<file path="src/rtl/cascaded_countdown_timer_bank_assert.svh">
// ----------------------------------------------------------------------------
// cascaded countdown timer bank assertion macros
// clocked assertion helpers used by the timer bank rtl
// ----------------------------------------------------------------------------
`ifndef CASCADED_COUNTDOWN_TIMER_BANK_ASSERT_SVH
`define CASCADED_COUNTDOWN_TIMER_BANK_ASSERT_SVH

// assertion on an explicit clock and active-low reset
`define CCDT_ASSERT_CR(lbl, clk, rstn, prop, msg) \
  lbl: assert property (@(posedge clk) disable iff (!rstn) (prop)) else $error(msg);

// assertion on the block clock and reset
`define CCDT_ASSERT(lbl, prop, msg) \
  `CCDT_ASSERT_CR(lbl, clk_i, rst_ni, prop, msg)

`endif

</file>
<file path="src/rtl/ccdt_pkg.sv">
// ----------------------------------------------------------------------------
// ccdt_pkg
// types and constants of the cascaded countdown timer bank
// ----------------------------------------------------------------------------
`timescale 1ns / 1ps

package ccdt_pkg;

  localparam int unsigned NUM_TIMERS  = 8;
  localparam int unsigned TIMER_IDX_W = 3;
  localparam int unsigned COUNT_W     = 10;
  localparam int unsigned ELAPSED_W   = 15;
  localparam int unsigned PERIOD_W    = 16;

  typedef enum logic [1:0] {
    ACT_TICK  = 2'd0,
    ACT_READ  = 2'd1,
    ACT_WRITE = 2'd2
  } action_e;

  typedef enum logic [1:0] {
    OFF_BACKUP  = 2'd0,
    OFF_CONTROL = 2'd1,
    OFF_COUNTER = 2'd2,
    OFF_DYNAMIC = 2'd3
  } timer_off_e;

  localparam logic [7:0] ADDR_TIMER_END = 8'h20;
  localparam logic [7:0] ADDR_CLEAR     = 8'h80;
  localparam logic [7:0] ADDR_STATUS    = 8'h81;

  localparam int unsigned CTRL_IRQ_BIT    = 7;
  localparam int unsigned CTRL_RELOAD_BIT = 4;
  localparam int unsigned CTRL_ENABLE_BIT = 3;
  localparam logic [2:0]  LINK_CODE       = 3'd7;
  localparam int unsigned STATUS_RD_CLR   = 4;

  localparam logic [8:0]         FULL_PERIOD = 9'h100;
  localparam logic [COUNT_W-1:0] COUNT_STOP  = 10'h3ff;

  // cascade source of each timer: 0->2->4, 1->3->5->7
  localparam logic [NUM_TIMERS-1:0] HAS_SRC = 8'b1011_1100;
  localparam logic [TIMER_IDX_W-1:0] SRC_IDX [NUM_TIMERS] = '{
    3'd0, 3'd0, 3'd0, 3'd1, 3'd2, 3'd3, 3'd0, 3'd5
  };

  typedef struct packed {
    logic [1:0] action;
    logic [7:0] address;
    logic [7:0] write_data;
  } req_t;

  typedef struct packed {
    logic [7:0] read_data;
    logic       irq_pulse;
    logic [7:0] fired_timers;
  } rsp_t;

endpackage

</file>
<file path="src/rtl/cascaded_countdown_timer_bank.sv">
// ----------------------------------------------------------------------------
// cascaded countdown timer bank
// response: the request is held in the input reg, its result in the result reg
// throughput: one request per cycle unless out_ready_i stalls the output; all
// eight timers and the cascade update combinationally from input to result reg
// reset: asynchronous active low, clears all timer state, status and handshakes
// ----------------------------------------------------------------------------
`timescale 1ns / 1ps
`include "cascaded_countdown_timer_bank_assert.svh"

module cascaded_countdown_timer_bank (
  input  logic          clk_i,
  input  logic          rst_ni,
  input  logic          in_valid_i,
  output logic          in_ready_o,
  input  ccdt_pkg::req_t in_req_i,
  output logic          out_valid_o,
  input  logic          out_ready_i,
  output ccdt_pkg::rsp_t out_rsp_o
);
  import ccdt_pkg::*;

  req_t                 req_q;
  logic                 req_vld_q;
  rsp_t                 rsp_q, rsp_d;
  logic                 out_vld_q;
  logic                 adv;

  logic [7:0]           backup_q  [NUM_TIMERS];
  logic [7:0]           backup_d  [NUM_TIMERS];
  logic [7:0]           ctrl_q    [NUM_TIMERS];
  logic [7:0]           ctrl_d    [NUM_TIMERS];
  logic [7:0]           dyn_q     [NUM_TIMERS];
  logic [7:0]           dyn_d     [NUM_TIMERS];
  logic [COUNT_W-1:0]   cnt_q     [NUM_TIMERS];
  logic [COUNT_W-1:0]   cnt_d     [NUM_TIMERS];
  logic [ELAPSED_W-1:0] elapsed_q [NUM_TIMERS];
  logic [ELAPSED_W-1:0] elapsed_d [NUM_TIMERS];
  logic [NUM_TIMERS-1:0] armed_q, armed_d;
  logic [7:0]           status_q, status_d;

  logic [NUM_TIMERS-1:0] linked;
  logic [NUM_TIMERS-1:0] direct;
  logic [NUM_TIMERS-1:0] fire;
  logic [NUM_TIMERS-1:0] step;
  logic [NUM_TIMERS-1:0] irq_hit;
  logic [ELAPSED_W-1:0]  einc [NUM_TIMERS];
  logic [PERIOD_W-1:0]   period [NUM_TIMERS];

  logic                   is_tick, is_read, is_write, in_timer;
  logic [TIMER_IDX_W-1:0] tidx;
  logic [1:0]             toff;

  // handshake
  assign adv         = req_vld_q && (!out_vld_q || out_ready_i);
  assign in_ready_o  = !req_vld_q || adv;
  assign out_valid_o = out_vld_q;
  assign out_rsp_o   = rsp_q;

  always_ff @(posedge clk_i or negedge rst_ni) begin
    if (!rst_ni) begin
      req_vld_q <= 1'b0;
      out_vld_q <= 1'b0;
    end else begin
      if (in_valid_i && in_ready_o) begin
        req_vld_q <= 1'b1;
      end else if (adv) begin
        req_vld_q <= 1'b0;
      end
      if (adv) begin
        out_vld_q <= 1'b1;
      end else if (out_ready_i) begin
        out_vld_q <= 1'b0;
      end
    end
  end

  always_ff @(posedge clk_i) begin
    if (in_valid_i && in_ready_o) begin
      req_q <= in_req_i;
    end
    if (adv) begin
      rsp_q <= rsp_d;
    end
  end

  // decode
  assign is_tick  = (req_q.action == ACT_TICK);
  assign is_read  = (req_q.action == ACT_READ);
  assign is_write = (req_q.action == ACT_WRITE);
  assign in_timer = (req_q.address < ADDR_TIMER_END);
  assign tidx     = req_q.address[4:2];
  assign toff     = req_q.address[1:0];

  // per-timer tick logic
  always_comb begin
    for (int n = 0; n < NUM_TIMERS; n++) begin
      linked[n] = (ctrl_q[n][2:0] == LINK_CODE);
      einc[n]   = elapsed_q[n] + ELAPSED_W'(1);
      period[n] = PERIOD_W'((backup_q[n] == 8'd0) ? FULL_PERIOD : {1'b0, backup_q[n]})
                  << ctrl_q[n][2:0];
      direct[n] = is_tick && armed_q[n] && ({1'b0, einc[n]} >= period[n]);
    end
  end

  // cascade, sources always have a lower index
  always_comb begin
    fire = direct;
    step = '0;
    for (int n = 0; n < NUM_TIMERS; n++) begin
      if (HAS_SRC[n] && fire[SRC_IDX[n]] && linked[n] && !cnt_q[n][COUNT_W-1]) begin
        step[n] = 1'b1;
        if (cnt_q[n] == '0) begin
          fire[n] = 1'b1;
        end
      end
    end
    for (int n = 0; n < NUM_TIMERS; n++) begin
      irq_hit[n] = fire[n] && ctrl_q[n][CTRL_IRQ_BIT];
    end
  end

  // next state and response
  always_comb begin
    backup_d  = backup_q;
    ctrl_d    = ctrl_q;
    dyn_d     = dyn_q;
    cnt_d     = cnt_q;
    elapsed_d = elapsed_q;
    armed_d   = armed_q;
    status_d  = status_q;
    rsp_d     = '0;

    if (is_tick) begin
      for (int n = 0; n < NUM_TIMERS; n++) begin
        if (armed_q[n]) begin
          elapsed_d[n] = direct[n] ? '0 : einc[n];
          if (direct[n] && !ctrl_q[n][CTRL_RELOAD_BIT]) begin
            armed_d[n] = 1'b0;
          end
        end
        if (step[n]) begin
          if (cnt_q[n] != '0) begin
            cnt_d[n] = cnt_q[n] - COUNT_W'(1);
          end else begin
            cnt_d[n] = ctrl_q[n][CTRL_RELOAD_BIT] ? {2'b00, backup_q[n]} : COUNT_STOP;
          end
        end
      end
      status_d           = status_q | irq_hit;
      rsp_d.fired_timers = fire;
      rsp_d.irq_pulse    = |irq_hit;
    end else if (is_read) begin
      if (in_timer) begin
        unique case (timer_off_e'(toff))
          OFF_BACKUP:  rsp_d.read_data = backup_q[tidx];
          OFF_CONTROL: rsp_d.read_data = ctrl_q[tidx];
          OFF_COUNTER: rsp_d.read_data = cnt_q[tidx][7:0];
          OFF_DYNAMIC: rsp_d.read_data = dyn_q[tidx];
          default:     rsp_d.read_data = '0;
        endcase
      end else if (req_q.address == ADDR_STATUS) begin
        rsp_d.read_data          = status_q;
        status_d[STATUS_RD_CLR] = 1'b0;
      end
    end else if (is_write) begin
      if (in_timer) begin
        unique case (timer_off_e'(toff))
          OFF_BACKUP: begin
            backup_d[tidx] = req_q.write_data;
            cnt_d[tidx]    = {2'b00, req_q.write_data} + COUNT_W'(1);
          end
          OFF_CONTROL: ctrl_d[tidx] = req_q.write_data;
          OFF_COUNTER: ;
          OFF_DYNAMIC: dyn_d[tidx] = req_q.write_data;
          default: ;
        endcase
        armed_d[tidx] = 1'b0;
        if (ctrl_d[tidx][CTRL_ENABLE_BIT] && (ctrl_d[tidx][2:0] != LINK_CODE)) begin
          armed_d[tidx]   = 1'b1;
          elapsed_d[tidx] = '0;
        end
      end else if (req_q.address == ADDR_CLEAR) begin
        status_d = status_q & ~req_q.write_data;
      end else if (req_q.address == ADDR_STATUS) begin
        status_d = req_q.write_data;
      end
    end
  end

  always_ff @(posedge clk_i or negedge rst_ni) begin
    if (!rst_ni) begin
      for (int n = 0; n < NUM_TIMERS; n++) begin
        backup_q[n]  <= '0;
        ctrl_q[n]    <= '0;
        dyn_q[n]     <= '0;
        cnt_q[n]     <= '0;
        elapsed_q[n] <= '0;
      end
      armed_q  <= '0;
      status_q <= '0;
    end else if (adv) begin
      backup_q  <= backup_d;
      ctrl_q    <= ctrl_d;
      dyn_q     <= dyn_d;
      cnt_q     <= cnt_d;
      elapsed_q <= elapsed_d;
      armed_q   <= armed_d;
      status_q  <= status_d;
    end
  end

  `CCDT_ASSERT(a_armed_not_linked, (armed_q & linked) == '0, "armed timer is linked")
  `CCDT_ASSERT(a_irq_needs_fire,
               out_valid_o && out_rsp_o.irq_pulse |-> out_rsp_o.fired_timers != '0,
               "irq without firing timer")
  `CCDT_ASSERT(a_fire_no_read_data,
               out_valid_o && (out_rsp_o.fired_timers != '0) |-> out_rsp_o.read_data == '0,
               "firing mixed with read data")
  `CCDT_ASSERT(a_irq_sets_status, adv && rsp_d.irq_pulse |=> status_q != '0,
               "irq left status empty")

endmodule
</file>
<file path="config.mk">
export PLATFORM = sky130hd
export DESIGN_NAME = cascaded_countdown_timer_bank
export DESIGN_NICKNAME = d
export VERILOG_FILES = /design/src/rtl/ccdt_pkg.sv /design/src/rtl/cascaded_countdown_timer_bank.sv
export VERILOG_INCLUDE_DIRS = /design/src /design/src/rtl
export SDC_FILE = /design/constraint.sdc
export NUM_CORES = 1
export LEC_CHECK = 0
export BUFFER_PORTS_ARGS = -buffer_cell sky130_fd_sc_hd__buf_4
export CAP_MARGIN = 20
export CORE_ASPECT_RATIO = 2
export CORE_UTILIZATION = 60
export CTS_CLUSTER_DIAMETER = 120
export DETAILED_ROUTE_END_ITERATION = 16
export PLACE_DENSITY = 0.88
export SLEW_MARGIN = 30
export SYNTH_ARGS = -nofsm -noshare
export SYNTH_HDL_FRONTEND = slang
export SYNTH_SLANG_ARGS = --single-unit
export TNS_END_PERCENT = 20
</file>
<file path="constraint.sdc">
create_clock -name clk_i -period 10.3 [get_ports clk_i]
set_input_delay 1.03 -clock clk_i [delete_from_list [all_inputs] [get_ports clk_i]]
set_output_delay 1.03 -clock clk_i [all_outputs]
set_load 0.005 [all_outputs]
</file>
==> results.md <==
- Vias in the first global route: 24653
- Detail Placement HPWL: 68800 um
- First-pass GRT wire length: between 100000 and 150000 um
- Warnings from Yosys: 0
- Initial antenna violation count: 6
- Buffers added on ports: 40
- Max-cap violations: 0
- Die Footprint: 47700 um2
- Hold_buf cts: 0
- Layout Skew: just under 30 ps
- Worst EP required: roughly 11000 ps
- DRT antenna net count: 0
- Core box area: 46000 um2
- Asr flop ratio synth: 92.0%
- Crit Path Max Fanout: 9
- Worst slew margin: about a fifth
- Tcrit/Tclk final: 48.5%
- P per Cell Area: ~160 nW/um2
- CTS tree: built
- EDFF count, synth: 35
- Reg power frac: 44.0%
- WP data arrival: about 5500 ps
- Sequential area share after synthesis: between 30% and 40%
- Worst slew pin tran: 1190 ps
- CP peak stage delay: 530 ps
- Ratio of cells with drive above 1 in the final layout: 16.0%
- H-tree levels: 2
- Layout area overhead: 8.40%
- GP Congestion: 1.04
- Post-layout util: 66.1%
- Critical path class: reg -> reg
- Drt total wl: between 90000 and 100000 um
- CTS Buf Count: 42
- Clock power share: 34.2%
- Slew Limit Fails: 0
- CTS clk-pin slew, worst paths: 70 ps
- Post-Route Setup TNS: 0 ps
- Root Driver: clkbuf_16
- First-iteration detailed-routing DRC count: 2047
- Post-synth cell types: 78
- Largest net degree at the start of global routing: 180
- Drt drc: 0
- #FFs+latches synth: 439
- Die Wd: 155 um
- Sw Ratio: 33.2%
- Comb pwr share: between 20% and 30%
- Syn Nets: 3087
- Worst-Skew Late Latency: between 500 and 600 ps
- Worst IR drop on VDD: ~0.21 mV
- RSZ-0062 raised after global routing: no
- Tmin final: approximately 5000 ps
- Final setup vio count: 0
- Hold_ws: 418 ps
- Crit. End Element: flip-flop
- Met2 usage: 68.2%
- Top FF cell, synth: dfrtp_1
- Vias/cell: 6.87
- Cell Rows: 111
- Status: finished, final reports clean
- Critical path, cell by cell: ha_1, nand3_1, nor2_1, and3_1, and4_1, xor2_1, ha_1, nand3_1, a211oi_1, nand2_1, o21ai_0, nand4_1, o21a_1, nor4b_2, o21a_1, mux2_2
- Gate Count Post-Synth: 2931
- Chip Height: 308 um
- Vias: 24394
- I/O pin count: 41
- CP max-delay cell: nor4b_2
- Critical Path Source Type: flip-flop
- Initial Util: 61.0%
- Hold crit path type: in -> async
- Post-CTS repair timing setup buffer count: 0
- Routing usage on met1: 42.9%
- GRT busiest layer: met2
- Syn avg cell area: 9.57 um2
- Highest Clock Rate: 200 MHz
- Drt pass-1 iters: 6
- Clock Path Buffers: 3
- Leak pwr: 13.6 nW
- Netlist Area Pre-Place: 28000 um2
- GRT overflow: 0
- Pint: ~3.2 mW
- Gr usage total: 41.7%
- Final #Nets: 3051
- Drt wl/cell: 27.6 um
- Switching power total: roughly 1.6 mW
- # clock sinks: 439
- Final hold vios: 0
- M3 GR Usage: 10.2%
- CTS resizes: 0
==> flip-flops by register name, indices dropped and copies added (netlist names), named ones only <==
register     count
out_valid_o      1
cnt_q           74
req_vld_q        1
ctrl_q          64
dyn_q           64
status_q         8
req_q           18
out_rsp_o       17
elapsed_q      120
backup_q        64
==> power by group through the flow <==
stage	sequential, mW	clock [mW]	combinational (mW)
6_report	2.13	1.65	1.05
5_1_grt	2.14	1.72	1.15
3_3_place_gp	2.14	0	0.973
3_5_place_dp	2.14	0	1.01
2_1_floorplan	2.02	0	0.738
4_1_cts	2.11	1.66	1.02
==> through the flow <==
| step | setup WS [ps] | area [um2] | instances | total power, mW |
|---|---|---|---|---|
| after floorplan | 6470 | 28000 | 2931 | 2.76 |
| after global placement | 5470 | 28800 | 3468 | 3.11 |
| after detailed placement | 5520 | 28900 | 3469 | 3.16 |
| after CTS | 5470 | 30300 | 3547 | 4.80 |
| after global routing | 4990 | 30400 | 3551 | 5.01 |
| final | 5310 | 30400 | 3553 | 4.83 |
==> cell usage in the layout (no fill, tap or decap), types with 17 or more instances in the layout <==
master / instances
and3_1: 60
o21ai_0: 225
mux2_2: 239
inv_1: 46
a22oi_1: 72
xnor2_1: 64
edfxtp_1: 35
nand4_1: 24
a22o_1: 45
nand2b_1: 69
or3_1: 36
ha_1: 134
clkbuf_16: 42
dfrtp_1: 404
a21oi_1: 173
xor2_1: 57
o21a_1: 24
nor2b_1: 25
a221oi_1: 23
nor2_1: 198
nand3_1: 95
mux2i_1: 101
a31oi_1: 34
nor4_1: 17
o22ai_1: 26
nor3_1: 36
buf_4: 82
a21o_1: 26
nand2_1: 235
nor2_2: 21
a211oi_1: 17
or2_2: 18
==> final timing paths <==
check                                           start                    endpoint  depth (start not counted)  slack [ps]
min                                            rst_ni       dyn_q[23]$_DFFE_PN0P_                          1         420
max reg2reg                elapsed_q[105]$_DFFE_PN0P_       cnt_q[38]$_DFFE_PN0P_                         16        5310
min reg2reg                elapsed_q[119]$_DFFE_PN0P_  elapsed_q[119]$_DFFE_PN0P_                          2         500
max in group asynchronous                      rst_ni    backup_q[24]$_DFFE_PN0P_                          4        7710
min in group clk_i         elapsed_q[119]$_DFFE_PN0P_  elapsed_q[119]$_DFFE_PN0P_                          2         500
max                        elapsed_q[105]$_DFFE_PN0P_       cnt_q[38]$_DFFE_PN0P_                         16        5310
==> cell usage after synthesis, types with 15 or more instances <==
cell | instances | area [um2]
dfrtp_1 | 404 | 10100
mux2_2 | 239 | 2690
nand2_1 | 235 | 882
o21ai_0 | 226 | 1130
nor2_1 | 201 | 754
a21oi_1 | 174 | 871
ha_1 | 134 | 1680
clkbuf_1 | 118 | 443
mux2i_1 | 101 | 1010
nand3_1 | 95 | 475
a22oi_1 | 72 | 541
nand2b_1 | 69 | 432
xnor2_1 | 66 | 578
and3_1 | 60 | 375
xor2_1 | 57 | 499
inv_1 | 46 | 173
a22o_1 | 45 | 394
nor3_1 | 36 | 180
or3_1 | 36 | 225
edfxtp_1 | 35 | 1050
a31oi_1 | 34 | 213
buf_2 | 30 | 150
a21o_1 | 26 | 195
o22ai_1 | 26 | 163
a221oi_1 | 25 | 219
nor2b_1 | 25 | 156
nand4_1 | 24 | 150
o21a_1 | 24 | 180
buf_1 | 20 | 75.1
nor2_2 | 19 | 119
a211oi_1 | 18 | 135
or2_2 | 18 | 113
nor4_1 | 17 | 106
and2_1 | 15 | 93.8
o31ai_1 | 15 | 113
==> final cells by class <==
type                    instances  area, um2
diodes                          3       7.51
clock buffers                  53       1160
clock inverters                25        279
fillers                      3571      15600
inverters                      48        180
multi-input cells            2275      16100
flip-flops and latches        439      11200
well taps                     621        777
repair buffers                 89        713
==> worst max-delay path, delay by kind of cell (launching register included) <==
| family | cells | cell delay, ps |
|---|---|---|
| and+or+nand+nor | 8 | 1830 |
| adders and majority gates | 2 | 460 |
| xor gates and xnor gates | 1 | 230 |
| AOI/OAI and AO/OA | 4 | 1510 |
| muxes | 1 | 390 |
| DFF | 1 | 440 |
==> kinds of logic after synthesis <==
family	after synthesis	synth area share, %
flops	439	39.8
buf+inv	217	3.05
xor+xnor	123	3.84
compound gates	777	17.7
mux	347	13.8
simple gates	894	15.8
fa+ha+maj	134	5.98
==> per-layer routing <==
| metal | up-vias | routed length, um |
|---|---|---|
| li1 | 10755 | - |
| met1 | 11870 | 32100 |
| met2 | 1271 | 46700 |
| met3 | 494 | 8010 |
| met4 | 4 | 11100 |
| met5 | - | 24 |
Note: power is estimated with default switching activity, not from simulation.
